--- src/rtl/rcbc_pkg.sv ---
// Shared types, constants and arithmetic helpers for the Raiden CBC cipher.
// Used by rcbc_key_sched, rcbc_round_unit and raiden_cbc_block_cipher.
package rcbc_pkg;

  localparam int unsigned ROUND_COUNT_DEF = 16;
  localparam int unsigned WORD_W          = 32;
  localparam int unsigned BLOCK_W         = 2 * WORD_W;
  localparam int unsigned NUM_KEY_WORDS   = 4;
  localparam int unsigned CFG_IDX_W       = 3;

  // Round function shift amounts and the key schedule shift mask.
  localparam int unsigned RF_SHL     = 9;
  localparam int unsigned RF_SHR     = 14;
  localparam logic [4:0]  SHIFT_MASK = 5'h1F;
  localparam logic [1:0]  SLOT_MASK  = 2'h3;

  // Configuration register indexes.
  localparam logic [CFG_IDX_W-1:0] REG_KEY_WORD0 = 3'd0;
  localparam logic [CFG_IDX_W-1:0] REG_KEY_WORD1 = 3'd1;
  localparam logic [CFG_IDX_W-1:0] REG_KEY_WORD2 = 3'd2;
  localparam logic [CFG_IDX_W-1:0] REG_KEY_WORD3 = 3'd3;
  localparam logic [CFG_IDX_W-1:0] REG_IV_LOW    = 3'd4;
  localparam logic [CFG_IDX_W-1:0] REG_IV_HIGH   = 3'd5;

  // Direction codes carried in tuser.
  localparam logic ACT_ENCRYPT = 1'b0;
  localparam logic ACT_DECRYPT = 1'b1;

  typedef struct packed {
    logic                  we;
    logic [CFG_IDX_W-1:0]  idx;
    logic [WORD_W-1:0]     data;
  } cfg_wr_t;

  typedef struct packed {
    logic busy;
  } ks_status_t;

  function automatic logic [WORD_W-1:0] round_f(logic [WORD_W-1:0] sk, logic [WORD_W-1:0] x);
    logic [WORD_W-1:0] s;
    s = sk + x;
    return (s << RF_SHL) ^ (sk - x) ^ (s >> RF_SHR);
  endfunction

  function automatic logic [WORD_W-1:0] sched_word(logic [WORD_W-1:0] k0, logic [WORD_W-1:0] k1,
                                                   logic [WORD_W-1:0] k2, logic [WORD_W-1:0] k3);
    logic [4:0] sh;
    sh = k2[4:0] & SHIFT_MASK;
    return (k0 + k1) + ((k2 + k3) ^ (k0 << sh));
  endfunction

endpackage

--- src/rtl/raiden_cbc_block_cipher.sv ---
// Raiden 64-bit block cipher with a 128-bit key in CBC mode: top level with
// stream ports, configuration registers and the round sequencer.
// Depends on rcbc_pkg, rcbc_key_sched and rcbc_round_unit.
//
// Each transfer on the slave stream carries one 8-byte block and its
// direction; the block runs through ROUND_COUNT rounds of a single shared
// round unit, one full round per clock, then the CBC chaining is applied in
// the finish state, which waits for the output register to be free, before
// the result is registered on the master stream. No new block is accepted
// from the accepting edge until the finish state has handed its result on.
// The output register decouples the two sides, so a new block is accepted
// while a finished result still waits. Writing any of the six configuration
// registers reloads the chaining value from the IV registers at once and
// re-expands the round keys from the key words, one key per cycle, so slave
// tready stays low after the last write until the expansion is done. The
// tlast marker is passed through unchanged and does not reset the chain;
// encrypt and decrypt transfers share one chaining value. Writes to indexes
// beyond the IV registers are ignored.
module raiden_cbc_block_cipher #(
  parameter int unsigned ROUND_COUNT = rcbc_pkg::ROUND_COUNT_DEF
) (
  input  logic                           clk_i,
  input  logic                           rst_ni,
  // Configuration write port.
  input  logic                           cfg_we_i,
  input  logic [rcbc_pkg::CFG_IDX_W-1:0] cfg_idx_i,
  input  logic [rcbc_pkg::WORD_W-1:0]    cfg_data_i,
  // Slave stream: input blocks.
  input  logic                           s_axis_tvalid,
  output logic                           s_axis_tready,
  input  logic [rcbc_pkg::BLOCK_W-1:0]   s_axis_tdata,  // [31:0] data_low, [63:32] data_high
  input  logic                           s_axis_tuser,  // [0] action
  input  logic                           s_axis_tlast,  // block_last
  // Master stream: processed blocks.
  output logic                           m_axis_tvalid,
  input  logic                           m_axis_tready,
  output logic [rcbc_pkg::BLOCK_W-1:0]   m_axis_tdata,  // [31:0] result_low, [63:32] result_high
  output logic                           m_axis_tlast   // result_last
);
  import rcbc_pkg::*;

  localparam int unsigned RIDX_W = (ROUND_COUNT > 1) ? $clog2(ROUND_COUNT) : 1;
  localparam logic [RIDX_W-1:0] LAST_IDX = RIDX_W'(ROUND_COUNT - 1);

  typedef enum logic [2:0] {
    ST_IDLE = 3'b001,
    ST_RUN  = 3'b010,
    ST_FIN  = 3'b100
  } state_e;

  state_e            state_q, state_d;
  cfg_wr_t           cfg;
  ks_status_t        ks_status;
  logic [WORD_W-1:0] rk;
  logic [WORD_W-1:0] iv_low_q, iv_low_d;
  logic [WORD_W-1:0] iv_high_q, iv_high_d;
  logic [WORD_W-1:0] chain_low_q, chain_high_q;
  logic [WORD_W-1:0] b0_q, b1_q;
  logic [WORD_W-1:0] b0_nxt, b1_nxt;
  logic [WORD_W-1:0] ct_low_q, ct_high_q;
  logic [WORD_W-1:0] res_low, res_high;
  logic [RIDX_W-1:0] rnd_q;
  logic              decrypt_q;
  logic              last_q;
  logic              out_valid_q;
  logic [BLOCK_W-1:0] out_data_q;
  logic              out_last_q;
  logic              in_fire;
  logic              out_free;
  logic              last_round;
  logic              finish;
  logic              cfg_valid;
  logic [WORD_W-1:0] in_low, in_high;

  assign cfg.we   = cfg_we_i;
  assign cfg.idx  = cfg_idx_i;
  assign cfg.data = cfg_data_i;
  assign cfg_valid = cfg_we_i && (cfg_idx_i <= REG_IV_HIGH);

  assign in_low  = s_axis_tdata[WORD_W-1:0];
  assign in_high = s_axis_tdata[BLOCK_W-1:WORD_W];

  assign s_axis_tready = (state_q == ST_IDLE) && !ks_status.busy;
  assign in_fire       = s_axis_tvalid && s_axis_tready;
  assign out_free      = !out_valid_q || m_axis_tready;
  assign last_round    = (rnd_q == (decrypt_q ? '0 : LAST_IDX));
  assign finish        = (state_q == ST_FIN) && out_free;

  rcbc_key_sched #(
    .ROUND_COUNT(ROUND_COUNT)
  ) u_key_sched (
    .clk_i    (clk_i),
    .rst_ni   (rst_ni),
    .cfg_i    (cfg),
    .rd_idx_i (rnd_q),
    .rk_o     (rk),
    .status_o (ks_status)
  );

  rcbc_round_unit u_round (
    .decrypt_i (decrypt_q),
    .rk_i      (rk),
    .b0_i      (b0_q),
    .b1_i      (b1_q),
    .b0_o      (b0_nxt),
    .b1_o      (b1_nxt)
  );

  // IV registers.
  always_comb begin
    iv_low_d  = iv_low_q;
    iv_high_d = iv_high_q;
    if (cfg_we_i && (cfg_idx_i == REG_IV_LOW)) begin
      iv_low_d = cfg_data_i;
    end
    if (cfg_we_i && (cfg_idx_i == REG_IV_HIGH)) begin
      iv_high_d = cfg_data_i;
    end
  end

  // Decryption XORs the chain after the rounds; encryption did it before.
  assign res_low  = (decrypt_q == ACT_DECRYPT) ? (b0_q ^ chain_low_q) : b0_q;
  assign res_high = (decrypt_q == ACT_DECRYPT) ? (b1_q ^ chain_high_q) : b1_q;

  always_comb begin
    state_d = state_q;
    unique case (state_q)
      ST_IDLE: if (in_fire) state_d = ST_RUN;
      ST_RUN:  if (last_round) state_d = ST_FIN;
      ST_FIN:  if (out_free) state_d = ST_IDLE;
      default: state_d = ST_IDLE;
    endcase
  end

  always_ff @(posedge clk_i or negedge rst_ni) begin
    if (!rst_ni) begin
      state_q      <= ST_IDLE;
      iv_low_q     <= '0;
      iv_high_q    <= '0;
      chain_low_q  <= '0;
      chain_high_q <= '0;
      out_valid_q  <= 1'b0;
      rnd_q        <= '0;
    end else begin
      state_q   <= state_d;
      iv_low_q  <= iv_low_d;
      iv_high_q <= iv_high_d;
      if (cfg_valid) begin
        chain_low_q  <= iv_low_d;
        chain_high_q <= iv_high_d;
      end else if (finish) begin
        // The chain always takes the ciphertext side of the block.
        chain_low_q  <= (decrypt_q == ACT_DECRYPT) ? ct_low_q  : b0_q;
        chain_high_q <= (decrypt_q == ACT_DECRYPT) ? ct_high_q : b1_q;
      end
      if (finish) begin
        out_valid_q <= 1'b1;
      end else if (m_axis_tready) begin
        out_valid_q <= 1'b0;
      end
      if (in_fire) begin
        rnd_q <= (s_axis_tuser == ACT_DECRYPT) ? LAST_IDX : '0;
      end else if (state_q == ST_RUN) begin
        rnd_q <= decrypt_q ? (rnd_q - 1'b1) : (rnd_q + 1'b1);
      end
    end
  end

  // Block datapath registers.
  always_ff @(posedge clk_i) begin
    if (in_fire) begin
      decrypt_q <= s_axis_tuser;
      last_q    <= s_axis_tlast;
      ct_low_q  <= in_low;
      ct_high_q <= in_high;
      if (s_axis_tuser == ACT_DECRYPT) begin
        b0_q <= in_low;
        b1_q <= in_high;
      end else begin
        b0_q <= in_low ^ chain_low_q;
        b1_q <= in_high ^ chain_high_q;
      end
    end else if (state_q == ST_RUN) begin
      b0_q <= b0_nxt;
      b1_q <= b1_nxt;
    end
    if (finish) begin
      out_data_q <= {res_high, res_low};
      out_last_q <= last_q;
    end
  end

  assign m_axis_tvalid = out_valid_q;
  assign m_axis_tdata  = out_data_q;
  assign m_axis_tlast  = out_last_q;

  a_fire_starts_run : assert property (@(posedge clk_i) disable iff (!rst_ni)
    in_fire |=> (state_q == ST_RUN))
    else $error("accepted block did not start the round loop");

  a_last_round_fin : assert property (@(posedge clk_i) disable iff (!rst_ni)
    ((state_q == ST_RUN) && last_round) |=> (state_q == ST_FIN))
    else $error("round loop did not end after the last round");

  a_out_from_fin : assert property (@(posedge clk_i) disable iff (!rst_ni)
    $rose(m_axis_tvalid) |-> $past(state_q == ST_FIN))
    else $error("result appeared without a finished block");

  a_busy_not_ready : assert property (@(posedge clk_i) disable iff (!rst_ni)
    ((state_q == ST_RUN) || ks_status.busy) |-> !s_axis_tready)
    else $error("input accepted while the core was busy");

endmodule

--- src/rtl/rcbc_key_sched.sv ---
// Key word registers and iterative round key expansion, one key per cycle.
// Depends on rcbc_pkg.
module rcbc_key_sched #(
  parameter int unsigned ROUND_COUNT = rcbc_pkg::ROUND_COUNT_DEF
) (
  input  logic                                              clk_i,
  input  logic                                              rst_ni,
  input  rcbc_pkg::cfg_wr_t                                 cfg_i,
  input  logic [((ROUND_COUNT > 1) ? $clog2(ROUND_COUNT) : 1)-1:0] rd_idx_i,
  output logic [rcbc_pkg::WORD_W-1:0]                       rk_o,
  output rcbc_pkg::ks_status_t                              status_o
);
  import rcbc_pkg::*;

  localparam int unsigned RIDX_W = (ROUND_COUNT > 1) ? $clog2(ROUND_COUNT) : 1;
  localparam logic [RIDX_W-1:0] LAST_IDX = RIDX_W'(ROUND_COUNT - 1);

  logic [WORD_W-1:0] key_q [NUM_KEY_WORDS];
  logic [WORD_W-1:0] key_d [NUM_KEY_WORDS];
  logic [WORD_W-1:0] work_q [NUM_KEY_WORDS];
  logic [WORD_W-1:0] rk_q [ROUND_COUNT];
  logic [RIDX_W-1:0] cnt_q;
  logic              busy_q;
  logic              rebuild;
  logic              key_wr;
  logic [WORD_W-1:0] sk;
  logic [1:0]        slot;

  assign key_wr  = cfg_i.we && (cfg_i.idx <= REG_KEY_WORD3);
  assign rebuild = cfg_i.we && (cfg_i.idx <= REG_IV_HIGH);
  assign sk      = sched_word(work_q[0], work_q[1], work_q[2], work_q[3]);
  assign slot    = 2'(cnt_q) & SLOT_MASK;

  always_comb begin
    for (int i = 0; i < NUM_KEY_WORDS; i++) begin
      key_d[i] = key_q[i];
    end
    if (key_wr) begin
      key_d[cfg_i.idx[1:0]] = cfg_i.data;
    end
  end

  always_ff @(posedge clk_i or negedge rst_ni) begin
    if (!rst_ni) begin
      for (int i = 0; i < NUM_KEY_WORDS; i++) begin
        key_q[i] <= '0;
      end
      // The all-zero key expands to all-zero round keys.
      for (int i = 0; i < ROUND_COUNT; i++) begin
        rk_q[i] <= '0;
      end
      busy_q <= 1'b0;
      cnt_q  <= '0;
    end else begin
      for (int i = 0; i < NUM_KEY_WORDS; i++) begin
        key_q[i] <= key_d[i];
      end
      if (rebuild) begin
        busy_q <= 1'b1;
        cnt_q  <= '0;
      end else if (busy_q) begin
        rk_q[cnt_q] <= sk;
        cnt_q       <= cnt_q + 1'b1;
        if (cnt_q == LAST_IDX) begin
          busy_q <= 1'b0;
        end
      end
    end
  end

  // Working copy of the key words, overwritten slot by slot during expansion.
  always_ff @(posedge clk_i) begin
    if (rebuild) begin
      for (int i = 0; i < NUM_KEY_WORDS; i++) begin
        work_q[i] <= key_d[i];
      end
    end else if (busy_q) begin
      work_q[slot] <= sk;
    end
  end

  assign rk_o          = rk_q[rd_idx_i];
  assign status_o.busy = busy_q;

endmodule

--- src/rtl/rcbc_round_unit.sv ---
// One full Feistel round (both half rounds) in either direction.
// Depends on rcbc_pkg.
module rcbc_round_unit (
  input  logic                        decrypt_i,
  input  logic [rcbc_pkg::WORD_W-1:0] rk_i,
  input  logic [rcbc_pkg::WORD_W-1:0] b0_i,
  input  logic [rcbc_pkg::WORD_W-1:0] b1_i,
  output logic [rcbc_pkg::WORD_W-1:0] b0_o,
  output logic [rcbc_pkg::WORD_W-1:0] b1_o
);
  import rcbc_pkg::*;

  logic [WORD_W-1:0] enc_b0;
  logic [WORD_W-1:0] dec_b1;

  // Encryption updates b0 first; decryption undoes b1 first.
  assign enc_b0 = b0_i + round_f(rk_i, b1_i);
  assign dec_b1 = b1_i - round_f(rk_i, b0_i);

  always_comb begin
    if (decrypt_i) begin
      b1_o = dec_b1;
      b0_o = b0_i - round_f(rk_i, dec_b1);
    end else begin
      b0_o = enc_b0;
      b1_o = b1_i + round_f(rk_i, enc_b0);
    end
  end

endmodule
--- config.mk ---
export PLATFORM = sky130hd
export DESIGN_NAME = raiden_cbc_block_cipher
export DESIGN_NICKNAME = d
export VERILOG_FILES = /design/src/rtl/rcbc_pkg.sv /design/src/rtl/raiden_cbc_block_cipher.sv /design/src/rtl/rcbc_key_sched.sv /design/src/rtl/rcbc_round_unit.sv
export SDC_FILE = /design/constraint.sdc
export NUM_CORES = 2
export LEC_CHECK = 0
export ABC_CLOCK_PERIOD_IN_PS = 11000
export BUFFER_PORTS_ARGS = -buffer_cell sky130_fd_sc_hd__buf_2
export CORE_MARGIN = 5
export CORE_UTILIZATION = 40
export DETAILED_ROUTE_END_ITERATION = 8
export GPL_TIMING_DRIVEN = 0
export HOLD_SLACK_MARGIN = 0.02
export PLACE_DENSITY_LB_ADDON = 0.2
export SYNTH_ARGS = -nofsm -noshare
export SYNTH_HDL_FRONTEND = slang
export SYNTH_SLANG_ARGS = --single-unit
--- constraint.sdc ---
create_clock -name clk_i -period 11 [get_ports clk_i]
set_input_delay 2.2 -clock clk_i [delete_from_list [all_inputs] [get_ports clk_i]]
set_output_delay 2.2 -clock clk_i [all_outputs]
set_load 0.1 [all_outputs]
==> metrics.md <==
| Metric | Value |
|---|---|
| Core Area | `0.179 mm2` |
| Unrepaired setup endpoints after global routing | `true` |
| Largest net degree at the start of global routing | `116` |
| Vias per cell | `5.96` |
| Via count | `61700` |
| Synthesized cell area | `0.0720 mm2` |
| Area Overhead vs Synth | `20.8%` |
| Post-synth cell types | `89` |
| Vias in the first global route | `59600` |
| Clock latency on the worst-skew pair | `0.78 ns` |
| CTS Buffer Depth | `3` |
| Mean Syn Cell Area | `9.78 um2` |
| Detailed Route Iter0 Violations | `6709` |
| Slowest CP cell | `mux4_2` |
| First-pass GRT wire length | `444 mm` |
| CTS tree | `built` |
| HP Class | `flip-flop to flip-flop` |
| Mapped Cells | `7360` |
| Hold depth | `0` |
| Sequential cell area fraction in the yosys report | `40.6%` |
| Setup Skew | `0.0568 ns` |
| EDFF count, synth | `323` |
| Wire length per cell | `30.9 um` |
| I/O pins | `173` |
| Yosys warning count | `0` |
| DP Wirelength | `241 mm` |
| Layout cells sized above 1 | `21.4%` |
| Design area | `0.0870 mm2` |
| Failing checks | `negative setup slack` |
| Worst-path clk slew | `0.06 ns` |
| All-Layer GR Usage | `33.1%` |
| Max incr delay on CP | `0.64 ns` |
| Max Fanout on Critical Path | `7` |
| Initial antenna violation count | `20` |
| Busiest layer in global routing | `met2` |
| Detail Route Antenna Nets | `0` |
| Measured slew at the worst slew-check pin | `1.43 ns` |
| Clk sinks | `1104` |
| DR pass1 iterations | `6` |
| Ys flop type | `dfrtp_1` |
| Std-Cell Rows | `155` |
| Final Hold Viols | `0` |
| Nets | `8480` |
| Rel. slew slack | `3.94%` |
| Syn Nets | `7955` |
| Chip Height | `434 um` |
| Setup ws final | `-0.622 ns` |
| Max cap viols | `0` |
| CP Launch Type | `flip-flop` |
| H-tree depth | `3` |
| Status | `finished with violations` |
| Path depth of the worst reg2reg path | `46` |
| Post-Route WL | `320 mm` |
| Starting Density | `40.3%` |
| Async set-or-reset flop fraction in the synthesized netlist | `70.7%` |
| Commonest non-fill, non-tap cell in the layout | `nand2_1` |
| Min Tclk post-route | `11.62 ns` |
| IO Port Bufs | `172` |
| Most frequent cells in the layout | `875 x nand2_1, 779 x dfrtp_1, 714 x o21ai_0, 507 x xnor2_1, 425 x a21oi_1` |
| DRC violations left | `0` |
| DIE AREA | `0.189 mm2` |
| RePlAce Congestion | `1.06` |
| Final Cycle Share | `106%` |
| DP Area | `0.0763 mm2` |
| Max Freq | `86.0 MHz` |
| CTS Hold Buffers Added | `0` |
| GR Overflow Total | `0` |
| Worst EP required | `11.47 ns` |
| Nature of the critical path endpoint | `flip-flop` |
| CTS Root Cell | `clkbuf_16` |
| Final setup violation count | `30` |
| Worst EP arrival | `12.09 ns` |
| WS Path Type | `flip-flop to flip-flop` |
| Met2 usage | `52.1%` |
| Chip width | `434 um` |
| CTS Buf Count | `120` |
| Most used cell, CP | `buf_12` |
| GR Layer Usage met1 | `41.3%` |
| M3 GR Usage | `4.79%` |
| Synthesis-stage register bit count | `1104` |
| Fin. max-slew vios | `0` |
-- cells in the mapped netlist, types with 8 or more instances --
master | number | share of area, %
buf_1 | 49 | 0.26
and2_1 | 23 | 0.20
inv_1 | 411 | 2.1
nand3_1 | 59 | 0.41
a21oi_1 | 495 | 3.4
a211oi_1 | 58 | 0.60
mux4_2 | 176 | 5.5
buf_2 | 9 | 0.063
ha_1 | 443 | 7.7
o21ai_0 | 759 | 5.3
a21boi_0 | 12 | 0.13
fa_1 | 46 | 1.3
a21o_1 | 148 | 1.5
a31o_2 | 10 | 0.12
nor2b_1 | 103 | 0.90
o211ai_1 | 87 | 0.91
xnor2_1 | 617 | 7.5
o22ai_1 | 14 | 0.12
nor3_1 | 78 | 0.54
nor2_1 | 436 | 2.3
xor2_1 | 117 | 1.4
mux2_2 | 284 | 4.4
mux2i_1 | 36 | 0.50
and3_1 | 23 | 0.20
nand4_1 | 21 | 0.18
clkbuf_1 | 362 | 1.9
nor4_1 | 13 | 0.11
o41ai_1 | 8 | 0.097
dfrtp_1 | 780 | 27
o31ai_1 | 19 | 0.20
a221oi_1 | 9 | 0.11
o2111ai_1 | 10 | 0.12
o21a_1 | 46 | 0.48
nand2_1 | 877 | 4.6
a211o_1 | 16 | 0.19
a31oi_1 | 37 | 0.32
o21ai_1 | 31 | 0.22
or3_1 | 16 | 0.14
nand2b_1 | 73 | 0.63
o21bai_1 | 80 | 0.83
edfxtp_1 | 323 | 13
or2_2 | 20 | 0.17
-- through the flow --
stage	util (%)	hold slack, ns	setup slack, ns	TNS, ns	instances
global route	48.6	0.442	-0.818	-17.99	10300
CTS	47.7	0.422	-0.431	-3.05	10300
detailed placement	42.7	0.407	-4.53	-203.53	9901
floorplan	-	0.400	0.0110	0	7360
global placement	42.4	0.402	-9.27	-7309.63	9887
finish	48.6	0.419	-0.622	-9.80	10400
-- path summary, 6_finish.rpt --
check                                          start  slack, ns                                end
worst min-delay path                last_q$_DFFE_PP_       0.42             m_axis_tlast$_DFFE_PP_
worst max-delay path            rnd_q[0]$_DFFE_PN0P_      -0.62                 b1_q[29]$_DFFE_PP_
max in group asynchronous                     rst_ni       7.91  u_key_sched.rk_q[481]$_DFFE_PN0P_
worst min register to register      last_q$_DFFE_PP_       0.42             m_axis_tlast$_DFFE_PP_
min in group asynchronous                     rst_ni       1.45   u_key_sched.key_q[118]$_DFF_PN0_
worst max register to register  rnd_q[0]$_DFFE_PN0P_      -0.62                 b1_q[29]$_DFFE_PP_
-- flip-flops by register name, indices dropped and copies added, names as in the netlist, 64 cells and up --
register	cells
m_axis_tdata	64
u_key_sched.work_q	128
u_key_sched.rk_q	512
u_key_sched.key_q	128
-- critical path: cells and delay by family (launching register included) --
kind                       cells  cell delay, ns
DFF                            1            0.42
and+or+nand+nor                2            0.55
buffers and inverters         10            1.49
AOI/OAI and AO/OA             22            4.99
muxes                          2            1.20
adders and majority gates      4            1.32
xor gates and xnor gates       6            1.35
-- layout make-up --
cell class / instances / area (um2)
multi-input combinational: 5417 / 43500
buffer: 368 / 1800
fill: 16700 / 91800
antenna: 12 / 30.0
tap: 2355 / 2950
clock inverter: 39 / 429
clock buffer: 184 / 3660
timing repair buffer: 457 / 3750
inverter: 417 / 1580
sequential: 1104 / 29200
-- routing by layer --
metal | up-vias | part of all wire, %
met2 | 3039 | 45
met3 | 812 | 7.5
met1 | 31000 | 38
li1 | 26800 | -
met4 | 2 | 9.6
met5 | - | 0.0041
-- logic make-up (layout without fill, tap and decap cells) --
logic type | Yosys count | after routing | synth area share (%)
buffers and inverters | 839 | 1465 | 4.41
other | 0 | 12 | 0
AOI/OAI and AO/OA | 1922 | 1922 | 15.8
and+or+nand+nor | 1774 | 1774 | 10.7
muxes | 496 | 496 | 10.4
DFF | 1104 | 1104 | 40.6
xor gates and xnor gates | 736 | 736 | 8.99
adders and majority gates | 489 | 489 | 8.98
-- timing repair --
action / 4_1_cts / 5_1_grt
gates cloned: 5 / 0
resized for setup: 618 / 215
endpoints found under the hold margin: 0 / 0
pin swaps: 225 / 156
endpoints found under the setup margin: 64 / 51
buffers inserted: 196 / 73
Power is not shown: default switching activity piles up to over one toggle a cycle in this logic, so the estimate is an artifact.
